`src/rtl/bbp_pkg.sv`:
```
package bbp_pkg;

    localparam int SCALE_BITS = 24;
    localparam int TABLE_LEN  = 24;
    localparam int ANGLE_W    = 24;
    localparam int BEARING_W  = 15;
    localparam int FRAC_EXTRA = 8;

    localparam logic signed [ANGLE_W-1:0] DEG180 = 24'sd2949120;
    localparam logic signed [ANGLE_W-1:0] DEG360 = 24'sd5898240;
    localparam logic [ANGLE_W-1:0]        ROUND_HALF = 24'd128;
    localparam logic [BEARING_W:0]        FULL_TURN  = 16'd23040;
    localparam logic [BEARING_W-1:0]      HALF_TURN  = 15'd11520;
    localparam logic [BEARING_W-1:0]      ZERO_TURN  = 15'd0;

    typedef struct packed {
        logic valid;
        logic flat;       // dy is zero: bearing is fixed, CORDIC result ignored
        logic west;       // dx negative
        logic half_turn;  // vector was turned by 180 degrees
    } ctrl_t;

    // atan(2^-idx) in units of 2^-14 degree, rounded to nearest
    function automatic logic [ANGLE_W-1:0] step_angle(input int idx);
        logic [ANGLE_W-1:0] ang;
        case (idx)
            0:       ang = 24'd737280;
            1:       ang = 24'd435242;
            2:       ang = 24'd229970;
            3:       ang = 24'd116736;
            4:       ang = 24'd58595;
            5:       ang = 24'd29326;
            6:       ang = 24'd14667;
            7:       ang = 24'd7334;
            8:       ang = 24'd3667;
            9:       ang = 24'd1833;
            10:      ang = 24'd917;
            11:      ang = 24'd458;
            12:      ang = 24'd229;
            13:      ang = 24'd115;
            14:      ang = 24'd57;
            15:      ang = 24'd29;
            16:      ang = 24'd14;
            17:      ang = 24'd7;
            18:      ang = 24'd4;
            19:      ang = 24'd2;
            20:      ang = 24'd1;
            default: ang = 24'd0;
        endcase
        return ang;
    endfunction

endpackage

```
`src/rtl/bearing_between_points.sv`:
```
// Bearing between two screen positions.
// Command channel: drive first_x, first_y, second_x, second_y and raise start;
// the transaction is taken at the rising edge where start is high and busy is
// low. busy stays low, so a new transaction can be issued every cycle.
// Result channel: done pulses for one cycle with bearing valid in that same
// cycle, in units of 1/64 degree (0..23039), measured as atan2(dy, -dx) with
// dx, dy = first minus second. Results leave in the order taken.
// The pipeline is a prep register that forms the difference and folds it into
// the right half-plane, a register stage per CORDIC vectoring step, and the
// finish registers that add the base angle, round and wrap.
// Throughput is one transaction per cycle, set by the fully unrolled CORDIC
// pipeline with one step per register stage.
// There is no result backpressure: done is never held off by the receiver.
// Reset clears all valid bits in the pipeline; no result appears until a
// transaction has been taken after reset.
module bearing_between_points #(
    parameter int ITERATIONS  = 16,
    parameter int COORD_WIDTH = 16
) (
    input  logic                             clk,
    input  logic                             rst_n,
    input  logic                             start,
    output logic                             busy,
    input  logic signed [COORD_WIDTH-1:0]    first_x,
    input  logic signed [COORD_WIDTH-1:0]    first_y,
    input  logic signed [COORD_WIDTH-1:0]    second_x,
    input  logic signed [COORD_WIDTH-1:0]    second_y,
    output logic                             done,
    output logic [bbp_pkg::BEARING_W-1:0]    bearing
);
    import bbp_pkg::*;

    localparam int DATA_W = COORD_WIDTH + 3 + SCALE_BITS;
    localparam int STEPS  = (ITERATIONS < TABLE_LEN) ? ITERATIONS : TABLE_LEN;

    ctrl_t                     ctrl_pipe [STEPS+1];
    logic signed [DATA_W-1:0]  u_pipe    [STEPS+1];
    logic signed [DATA_W-1:0]  v_pipe    [STEPS+1];
    logic signed [ANGLE_W-1:0] z_pipe    [STEPS+1];
    logic                      accept;

    assign busy   = 1'b0;
    assign accept = start & ~busy;

    bbp_prep #(
        .COORD_WIDTH(COORD_WIDTH),
        .DATA_W     (DATA_W)
    ) u_prep (
        .clk     (clk),
        .rst_n   (rst_n),
        .in_valid(accept),
        .first_x (first_x),
        .first_y (first_y),
        .second_x(second_x),
        .second_y(second_y),
        .ctrl_out(ctrl_pipe[0]),
        .u_out   (u_pipe[0]),
        .v_out   (v_pipe[0])
    );

    assign z_pipe[0] = '0;

    for (genvar i = 0; i < STEPS; i++)
    begin : g_step
        bbp_cordic_stage #(
            .STEP  (i),
            .DATA_W(DATA_W)
        ) u_stage (
            .clk     (clk),
            .rst_n   (rst_n),
            .ctrl_in (ctrl_pipe[i]),
            .u_in    (u_pipe[i]),
            .v_in    (v_pipe[i]),
            .z_in    (z_pipe[i]),
            .ctrl_out(ctrl_pipe[i+1]),
            .u_out   (u_pipe[i+1]),
            .v_out   (v_pipe[i+1]),
            .z_out   (z_pipe[i+1])
        );
    end

    bbp_finish u_finish (
        .clk    (clk),
        .rst_n  (rst_n),
        .ctrl_in(ctrl_pipe[STEPS]),
        .z_in   (z_pipe[STEPS]),
        .done   (done),
        .bearing(bearing)
    );

endmodule

```
`src/rtl/bbp_prep.sv`:
```
module bbp_prep #(
    parameter int COORD_WIDTH = 16,
    parameter int DATA_W      = 43
) (
    input  logic                          clk,
    input  logic                          rst_n,
    input  logic                          in_valid,
    input  logic signed [COORD_WIDTH-1:0] first_x,
    input  logic signed [COORD_WIDTH-1:0] first_y,
    input  logic signed [COORD_WIDTH-1:0] second_x,
    input  logic signed [COORD_WIDTH-1:0] second_y,
    output bbp_pkg::ctrl_t                ctrl_out,
    output logic signed [DATA_W-1:0]      u_out,
    output logic signed [DATA_W-1:0]      v_out
);
    import bbp_pkg::*;

    localparam int MAG_W = COORD_WIDTH + 2;

    logic signed [MAG_W-1:0]  dx;
    logic signed [MAG_W-1:0]  dy;
    logic signed [MAG_W-1:0]  u_fold;
    logic signed [MAG_W-1:0]  v_fold;
    ctrl_t                    ctrl_reg;
    ctrl_t                    ctrl_next;
    logic signed [DATA_W-1:0] u_reg;
    logic signed [DATA_W-1:0] u_next;
    logic signed [DATA_W-1:0] v_reg;
    logic signed [DATA_W-1:0] v_next;

    always_comb
    begin
        dx = MAG_W'(first_x) - MAG_W'(second_x);
        dy = MAG_W'(first_y) - MAG_W'(second_y);
        ctrl_next.valid     = in_valid;
        ctrl_next.flat      = (dy == '0);
        ctrl_next.west      = dx[MAG_W-1];
        // u = -dx; turn into the right half-plane when u is negative
        ctrl_next.half_turn = (dx > 0);
        if (dx > 0)
        begin
            u_fold = dx;
            v_fold = -dy;
        end
        else
        begin
            u_fold = -dx;
            v_fold = dy;
        end
        u_next = {{(DATA_W-SCALE_BITS-MAG_W){u_fold[MAG_W-1]}}, u_fold, SCALE_BITS'(0)};
        v_next = {{(DATA_W-SCALE_BITS-MAG_W){v_fold[MAG_W-1]}}, v_fold, SCALE_BITS'(0)};
    end

    always_ff @(posedge clk or negedge rst_n)
    begin
        if (!rst_n)
        begin
            ctrl_reg <= '0;
        end
        else
        begin
            ctrl_reg <= ctrl_next;
        end
    end

    always_ff @(posedge clk)
    begin
        u_reg <= u_next;
        v_reg <= v_next;
    end

    assign ctrl_out = ctrl_reg;
    assign u_out    = u_reg;
    assign v_out    = v_reg;

endmodule

```
`src/rtl/bbp_cordic_stage.sv`:
```
module bbp_cordic_stage #(
    parameter int STEP   = 0,
    parameter int DATA_W = 43
) (
    input  logic                              clk,
    input  logic                              rst_n,
    input  bbp_pkg::ctrl_t                    ctrl_in,
    input  logic signed [DATA_W-1:0]          u_in,
    input  logic signed [DATA_W-1:0]          v_in,
    input  logic signed [bbp_pkg::ANGLE_W-1:0] z_in,
    output bbp_pkg::ctrl_t                    ctrl_out,
    output logic signed [DATA_W-1:0]          u_out,
    output logic signed [DATA_W-1:0]          v_out,
    output logic signed [bbp_pkg::ANGLE_W-1:0] z_out
);
    import bbp_pkg::*;

    localparam logic signed [ANGLE_W-1:0] ANGLE = $signed(step_angle(STEP));

    logic signed [DATA_W-1:0]  us;
    logic signed [DATA_W-1:0]  vs;
    ctrl_t                     ctrl_reg;
    logic signed [DATA_W-1:0]  u_reg;
    logic signed [DATA_W-1:0]  u_next;
    logic signed [DATA_W-1:0]  v_reg;
    logic signed [DATA_W-1:0]  v_next;
    logic signed [ANGLE_W-1:0] z_reg;
    logic signed [ANGLE_W-1:0] z_next;

    always_comb
    begin
        us = u_in >>> STEP;
        vs = v_in >>> STEP;
        // rotate toward the x axis by the sign of v
        if (!v_in[DATA_W-1])
        begin
            u_next = u_in + vs;
            v_next = v_in - us;
            z_next = z_in + ANGLE;
        end
        else
        begin
            u_next = u_in - vs;
            v_next = v_in + us;
            z_next = z_in - ANGLE;
        end
    end

    always_ff @(posedge clk or negedge rst_n)
    begin
        if (!rst_n)
        begin
            ctrl_reg <= '0;
        end
        else
        begin
            ctrl_reg <= ctrl_in;
        end
    end

    always_ff @(posedge clk)
    begin
        u_reg <= u_next;
        v_reg <= v_next;
        z_reg <= z_next;
    end

    assign ctrl_out = ctrl_reg;
    assign u_out    = u_reg;
    assign v_out    = v_reg;
    assign z_out    = z_reg;

endmodule

```
`src/rtl/bbp_finish.sv`:
```
module bbp_finish (
    input  logic                               clk,
    input  logic                               rst_n,
    input  bbp_pkg::ctrl_t                     ctrl_in,
    input  logic signed [bbp_pkg::ANGLE_W-1:0] z_in,
    output logic                               done,
    output logic [bbp_pkg::BEARING_W-1:0]      bearing
);
    import bbp_pkg::*;

    localparam int RND_W = ANGLE_W - FRAC_EXTRA;

    logic signed [ANGLE_W-1:0] total;
    logic signed [ANGLE_W-1:0] folded;
    ctrl_t                     ctrl_reg;
    logic [ANGLE_W-2:0]        total_reg;
    logic [ANGLE_W-2:0]        total_next;
    logic [ANGLE_W-1:0]        rounded;
    logic [RND_W-1:0]          turns;
    logic                      done_reg;
    logic [BEARING_W-1:0]      bearing_reg;
    logic [BEARING_W-1:0]      bearing_next;

    // stage one: add base angle, fold into [0, 360)
    always_comb
    begin
        total = z_in + (ctrl_in.half_turn ? DEG180 : '0);
        if (total[ANGLE_W-1])
        begin
            folded = total + DEG360;
        end
        else
        begin
            folded = total;
        end
        total_next = folded[ANGLE_W-2:0];
    end

    // stage two: round half up to 1/64 degree, wrap 360 to 0; flat vectors take a fixed bearing
    always_comb
    begin
        rounded = {1'b0, total_reg} + ROUND_HALF;
        turns   = rounded[ANGLE_W-1:FRAC_EXTRA];
        if (ctrl_reg.flat)
        begin
            bearing_next = ctrl_reg.west ? ZERO_TURN : HALF_TURN;
        end
        else if (turns >= FULL_TURN)
        begin
            bearing_next = BEARING_W'(turns - FULL_TURN);
        end
        else
        begin
            bearing_next = BEARING_W'(turns);
        end
    end

    always_ff @(posedge clk or negedge rst_n)
    begin
        if (!rst_n)
        begin
            ctrl_reg <= '0;
            done_reg <= 1'b0;
        end
        else
        begin
            ctrl_reg <= ctrl_in;
            done_reg <= ctrl_reg.valid;
        end
    end

    always_ff @(posedge clk)
    begin
        total_reg   <= total_next;
        bearing_reg <= bearing_next;
    end

    assign done    = done_reg;
    assign bearing = bearing_reg;

endmodule

```
`config.mk`:
```
export PLATFORM = sky130hd
export DESIGN_NAME = bearing_between_points
export DESIGN_NICKNAME = d
export VERILOG_FILES = /design/src/rtl/bbp_pkg.sv /design/src/rtl/bearing_between_points.sv /design/src/rtl/bbp_prep.sv /design/src/rtl/bbp_cordic_stage.sv /design/src/rtl/bbp_finish.sv
export SDC_FILE = /design/constraint.sdc
export NUM_CORES = 2
export LEC_CHECK = 0
export BUFFER_PORTS_ARGS = -buffer_cell sky130_fd_sc_hd__buf_4
export CAP_MARGIN = 20
export CORE_ASPECT_RATIO = 1.75
export CORE_MARGIN = 5
export CORE_UTILIZATION = 44
export CTS_CLUSTER_SIZE = 30
export DETAILED_ROUTE_END_ITERATION = 16
export HOLD_SLACK_MARGIN = 0.08
export PLACE_DENSITY = 0.6
export SYNTH_ARGS = -nofsm -noshare
export SYNTH_HDL_FRONTEND = slang
export SYNTH_SLANG_ARGS = --single-unit
```
`constraint.sdc`:
```
create_clock -name clk -period 6.4 [get_ports clk]
set_clock_uncertainty 0.1 [all_clocks]
set_input_delay 0.96 -clock clk [delete_from_list [all_inputs] [get_ports clk]]
set_output_delay 0.96 -clock clk [all_outputs]
set_load 0.03 [all_outputs]
```
Word level (Yosys, flattened, before mapping). Index checks and enable logic that the tools add are counted.

Flip-flop bits (word level): 1777. Output and inout bits: 17. Word-level logic and storage cells: 271.

Add/subtract/negate cells: 95. Order comparisons: 2. Mux-type cells: 52. Reductions and logical operators: 1.

Operators by type and width (count): 2-to-1 mux 43 bit (29); 2-to-1 mux 24 bit (16); adder 43 x 30 -> 43 bit (2); adder 43 x 31 -> 43 bit (2); adder 43 x 32 -> 43 bit (2); adder 43 x 33 -> 43 bit (2); adder 43 x 34 -> 43 bit (2); adder 43 x 35 -> 43 bit (2); adder 43 x 36 -> 43 bit (2); adder 43 x 37 -> 43 bit (2); adder 43 x 38 -> 43 bit (2); adder 43 x 39 -> 43 bit (2); adder 43 x 40 -> 43 bit (2); adder 43 x 41 -> 43 bit (2); adder 43 x 42 -> 43 bit (2); subtractor 42 x 42 -> 43 bit (2); subtractor 43 x 30 -> 43 bit (2); subtractor 43 x 31 -> 43 bit (2); subtractor 43 x 32 -> 43 bit (2); subtractor 43 x 33 -> 43 bit (2); subtractor 43 x 34 -> 43 bit (2); subtractor 43 x 35 -> 43 bit (2); subtractor 43 x 36 -> 43 bit (2); subtractor 43 x 37 -> 43 bit (2); 53 further kinds (61).

Longest topological paths before layout.
Word-level depth: 4. Gate-level depth with buffers: 24.

Modules after synthesis. A second synthesis with hierarchy kept.

Cells, all modules: 19553. Area total of the unflattened synthesis: 159020.0 um^2.

Modules (own cells, without submodules): bbp_cordic_stage at g_step[0].u_stage (instances 1, cells an instance 1369, area each 10562.6 um^2, seq. area each 2282.2 um^2); bbp_cordic_stage at g_step[11].u_stage (instances 1, cells an instance 1213, area each 9924.5 um^2, seq. area each 2302.2 um^2); bbp_cordic_stage at g_step[14].u_stage (instances 1, cells an instance 1229, area each 9872.0 um^2, seq. area each 2302.2 um^2); bbp_cordic_stage at g_step[2].u_stage (instances 1, cells an instance 1180, area each 9763.1 um^2, seq. area each 2302.2 um^2); bbp_cordic_stage at g_step[7].u_stage (instances 1, cells an instance 1178, area each 9601.7 um^2, seq. area each 2302.2 um^2); bbp_cordic_stage at g_step[13].u_stage (instances 1, cells an instance 1162, area each 9594.2 um^2, seq. area each 2302.2 um^2); bbp_cordic_stage at g_step[4].u_stage (instances 1, cells an instance 1186, area each 9581.7 um^2, seq. area each 2302.2 um^2); bbp_cordic_stage at g_step[9].u_stage (instances 1, cells an instance 1155, area each 9542.9 um^2, seq. area each 2302.2 um^2); bbp_cordic_stage at g_step[6].u_stage (instances 1, cells an instance 1169, area each 9520.4 um^2, seq. area each 2302.2 um^2); bbp_cordic_stage at g_step[10].u_stage (instances 1, cells an instance 1186, area each 9509.1 um^2, seq. area each 2302.2 um^2); bbp_cordic_stage at g_step[1].u_stage (instances 1, cells an instance 1167, area each 9500.4 um^2, seq. area each 2302.2 um^2); bbp_cordic_stage at g_step[8].u_stage (instances 1, cells an instance 1166, area each 9477.8 um^2, seq. area each 2302.2 um^2); bbp_cordic_stage at g_step[12].u_stage (instances 1, cells an instance 1181, area each 9475.3 um^2, seq. area each 2302.2 um^2); bbp_cordic_stage at g_step[15].u_stage (instances 1, cells an instance 1163, area each 9427.8 um^2, seq. area each 2302.2 um^2); 5 more rows.

Worst setup path after synthesis. OpenSTA, ideal clock, no wires.

Path kind: register to register. Start point: register g_step[10].u_stage.v_reg[17]. End point: register g_step[11].u_stage.u_reg[42]. Arrival time: 4.519 ns. Data required time: 6.179 ns. Slack: 1.660 ns. Cell stages (with the launch flop): 20. Path buffers: 1. Period minus slack after synthesis: 4.740 ns. Cell sequence: dfxtp_1 or4_1 nor4_1 nand3b_1 nor2_1 a21oi_1 xnor2_1 ha_1 clkbuf_1 a21o_1 a21o_1 a221oi_1 o211ai_1 a41o_1 o21ai_1 o211ai_1 a31o_2 a21oi_1 o211ai_1 xnor2_1.

Longest elaborated chain between the ends: 2. Elaborated cells on any way between the ends: 3. Those cells by class: add/sub: 2; mux: 1.

RTL lines: start: declaration (line bbp_cordic_stage.sv:25) `logic signed [DATA_W-1:0] v_reg;`; start signal: assignment (line bbp_cordic_stage.sv:64) `v_reg <= v_next;`; adder 43 x 32 -> 43 bit or subtractor 43 x 32 -> 43 bit (tied branches) (line bbp_cordic_stage.sv:37, bbp_cordic_stage.sv:43); 2-to-1 mux 43 bit * (line bbp_cordic_stage.sv:35) `if (!v_in[DATA_W-1])`; via g_step[11].u_stage.u_next[42] (line bbp_cordic_stage.sv:24) `logic signed [DATA_W-1:0] u_next;`; end signal: assignment (line bbp_cordic_stage.sv:63) `u_reg <= u_next;`; end: declaration (line bbp_cordic_stage.sv:23) `logic signed [DATA_W-1:0] u_reg;`.

Mark *: on every way through the listed nets, which the timed path passes. The rest lies on a longest branch.

Worst setup path after layout.
Start point: register g_step[7].u_stage.u_reg[10]. End point: register g_step[8].u_stage.v_reg[42].

Longest elaborated chain between the ends: 2. Elaborated cells on any way between the ends: 3. Those cells by class: add/sub: 2; mux: 1.

RTL lines: start: declaration (line bbp_cordic_stage.sv:23); start signal: assignment (line bbp_cordic_stage.sv:63); subtractor 43 x 35 -> 43 bit or adder 43 x 35 -> 43 bit (tied branches) (line bbp_cordic_stage.sv:38, bbp_cordic_stage.sv:44); 2-to-1 mux 43 bit * (line bbp_cordic_stage.sv:35); via g_step[8].u_stage.v_next[42] (line bbp_cordic_stage.sv:26) `logic signed [DATA_W-1:0] v_next;`; end signal: assignment (line bbp_cordic_stage.sv:64); end: declaration (line bbp_cordic_stage.sv:25).

Marks and branches as above.

==> results.cfg <==
[status]
status = completed

[floorplanning]
core-area_um2 = 240000
initial_utilization_pct = 44.2
num_rows = 238
die_w_um = 381
dieHeight_um = 660
die_area_um2 = 251000
ios = 84

[global_routing]
grt_pass1_vias = 93800
grt_overflow = 0
antenna_found_initial = 7
grt_pass1_wl_mm = 521
grt.total_usage_pct = 26.5
grt_max_degree = 73

[logic_synthesis]
netlist.area_leader.share_pct = 25.6
synth.area.top_cells = dfxtp_1, ha_1, xnor2_1
synth_async_sr_flop_share_pct = 5.05
yosysUniqueCellTypes = 101
ys_ff_latch = 1426
synth_nets = 14100
seq_area_frac_synth_pct = 27.3
syn-instance-count = 12600
synth_area_um2 = 106000
syn_area_per_cell_um2 = 8.42
synth_edf_count = 0
synth.largest_area_cell = dfxtp_1
synthFlopType = dfxtp_1
ys_warn_count = 0

[worst_setup_path]
r2r.worst_path.cells = 19
r2r_slack_ps = 590
critPathMaxStageDelay_ps = 660
cp_max_fo = 6
reg2reg_from = g_step[7].u_stage.u_out[10]
worst_path_max_delay_cell = nor4b_2
cp-start-kind = flip-flop
end_kind = flip-flop
cpMostUsedCell = o21ai_0
cp_num_buf_inv = 0
critical-path-top-delay-family = simple AND/OR/NAND/NOR gates
worstSetupPathType = flip-flop to flip-flop
r2r-end = g_step[8].u_stage.v_out[42]
crit_cells = 19
cp.arrival_ps = 6470
crit_chain = nor4_1 -> nand2_1 -> or4_1 -> nor3_1 -> nand2_1 -> nor4_2 -> nor4b_2 -> a31oi_1 -> xor2_1 -> ha_1 -> o21ai_0 -> nand2b_1 -> and3_1 -> o31ai_1 -> o21ai_0 -> o21ai_0 -> o21ai_0 -> a21oi_1 -> xnor2_1
required_ps = 7050

[placement]
portBuffers = 82
gp_congestion = 0.993
pre_cts_ws_ps = 690
dp_hpwl_mm = 288

[route]
wl_per_cell_um = 21.5
vias = 90900
firstDrtPassIters = 6
drtIter0Drc = 4131
drt_wl_total_mm = 346
viasPerCell = 5.64
drc = 0
antenna_left = 0

[clock_network]
cts_tree = built
htree_levels = 4
cts_resized = 0
clk_latency_ps = 880
clkSinkCount = 1426
root_buffer = clkbuf_16
numCtsBuffers = 155
clk_path_buf_depth = 4
clkTransAtPathRegs_ps = 60

[worst_hold_path]
holdPathStages = 0
hold-path-endpoint = g_step[3].u_stage.z_out[8]
timing.hold.worst.start = g_step[2].u_stage.z_out[8]
hold_path_class = flip-flop to flip-flop

[timing]
worst_slew_pin_slew_ps = 1280
maxSlewViolCount = 0
min_period_ps = 5810
finalHoldViolCount = 0
rsz0062_at_grt = false
finalWorstSetupSlack_ps = 588
post-route-period-util_pct = 90.8
max-slew-margin-rel_pct = 14.3
setup_viol = 0
setup_tns_ps = 0
max_freq_mhz = 172

[final_layout]
syn2layout_area_growth_pct = 9.66
nNetsFinal = 14300
layout-drive-gt1-share_pct = 5.10
largest_register_ffs = 489

[flow_run]
maxCapViolations = 0
==> placed cells by master, fill, tap and decap left out, drive strengths merged, types with 491 or more instances in the layout <==
cell type / netlist / routed
o21ai: 579 / 579
a21oi: 1293 / 1293
a21o: 491 / 491
nand2: 614 / 614
inv: 575 / 586
ha: 1393 / 1393
xor2: 649 / 649
nor2: 1269 / 1269
dfxtp: 1354 / 1354
xnor2: 1192 / 1192
==> synthesized netlist by cell type (51+ instances only) <==
cell / n
a211oi_1: 85
a21o_1: 490
a21oi_1: 1290
a31oi_1: 140
and2_1: 86
and3_1: 119
clkbuf_1: 147
dfrtp_1: 72
dfxtp_1: 1354
ha_1: 1393
inv_1: 574
nand2_1: 613
nand2b_1: 213
nand3_1: 194
nand4_1: 96
nor2_1: 1269
nor2b_1: 240
nor3_1: 402
nor4_1: 114
o211ai_1: 51
o21a_1: 171
o21ai_0: 564
o21bai_1: 142
o31ai_1: 53
or3_1: 78
xnor2_1: 1192
xor2_1: 649
==> cell families after synthesis <==
group                      share of synthesized area (%)
AOI/OAI and AO/OA                                   20.5
xor gates and xnor gates                            15.2
adders and majority gates                           17.1
buffers and inverters                               2.72
DFF                                                 27.3
muxes                                              0.612
other                                            0.00354
and+or+nand+nor                                     16.6
==> how the worst max path moves through the flow <==
stage	startpoint	end	slack (ps)
floorplan	g_step[10].u_stage.v_out[17]	g_step[11].u_stage.u_out[42]	1660
global placement	g_step[9].u_stage.u_out[10]	g_step[10].u_stage.v_out[39]	780
detailed placement	g_step[7].u_stage.u_out[10]	g_step[8].u_stage.v_out[42]	690
CTS	g_step[7].u_stage.u_out[10]	g_step[8].u_stage.v_out[42]	680
global route	g_step[9].u_stage.u_out[10]	g_step[10].u_stage.v_out[41]	80
finish	g_step[7].u_stage.u_out[10]	g_step[8].u_stage.v_out[42]	590
==> final cells by class <==
| cell class | count | area, µm² |
|---|---|---|
| fillers | 23200 | 124000 |
| multi-input cells | 10400 | 74300 |
| flip-flops and latches | 1426 | 28900 |
| clock buffers | 201 | 4350 |
| well taps | 3120 | 3900 |
| inverters | 578 | 2170 |
| repair buffers | 223 | 1690 |
| clock inverters | 72 | 812 |
| diodes | 64 | 160 |
==> layer usage <==
metal | GRT usage (%) | wire length (µm) | up-vias
li1 | - | - | 45300
met4 | 27.5 | 43900 | 0
met3 | 2.81 | 8650 | 1258
met5 | 0 | 0 | -
met2 | 53.8 | 189000 | 1955
met1 | 20.5 | 104000 | 42400
==> repair_timing <==
action | CTS | global route
endpoints found under the hold margin | 2 | 0
hold buffers | 2 | 0
buffers inserted | 0 | 0
==> worst reg2reg max path, cell delays in order, from the launching register on <==
cell	delay, ps
dfxtp_1	370
nor4_1	440
nand2_1	140
or4_1	530
nor3_1	330
nand2_1	140
nor4_2	590
nor4b_2	660
a31oi_1	190
xor2_1	180
ha_1	350
o21ai_0	180
nand2b_1	90
and3_1	210
o31ai_1	70
o21ai_0	200
o21ai_0	480
o21ai_0	180
a21oi_1	200
xnor2_1	130
==> metrics by stage <==
stage	hold slack, ps	area (µm²)	util [%]	std cells
6_report	223	116000	48.5	16100
5_1_grt	225	116000	48.5	16100
4_1_cts	226	116000	48.4	16000
3_5_place_dp	212	111000	46.2	15800
3_3_place_gp	212	111000	46.2	15800
2_1_floorplan	210	106000	-	12600
Power is not shown: default switching activity piles up to over one toggle a cycle in this logic, so the estimate is an artifact.
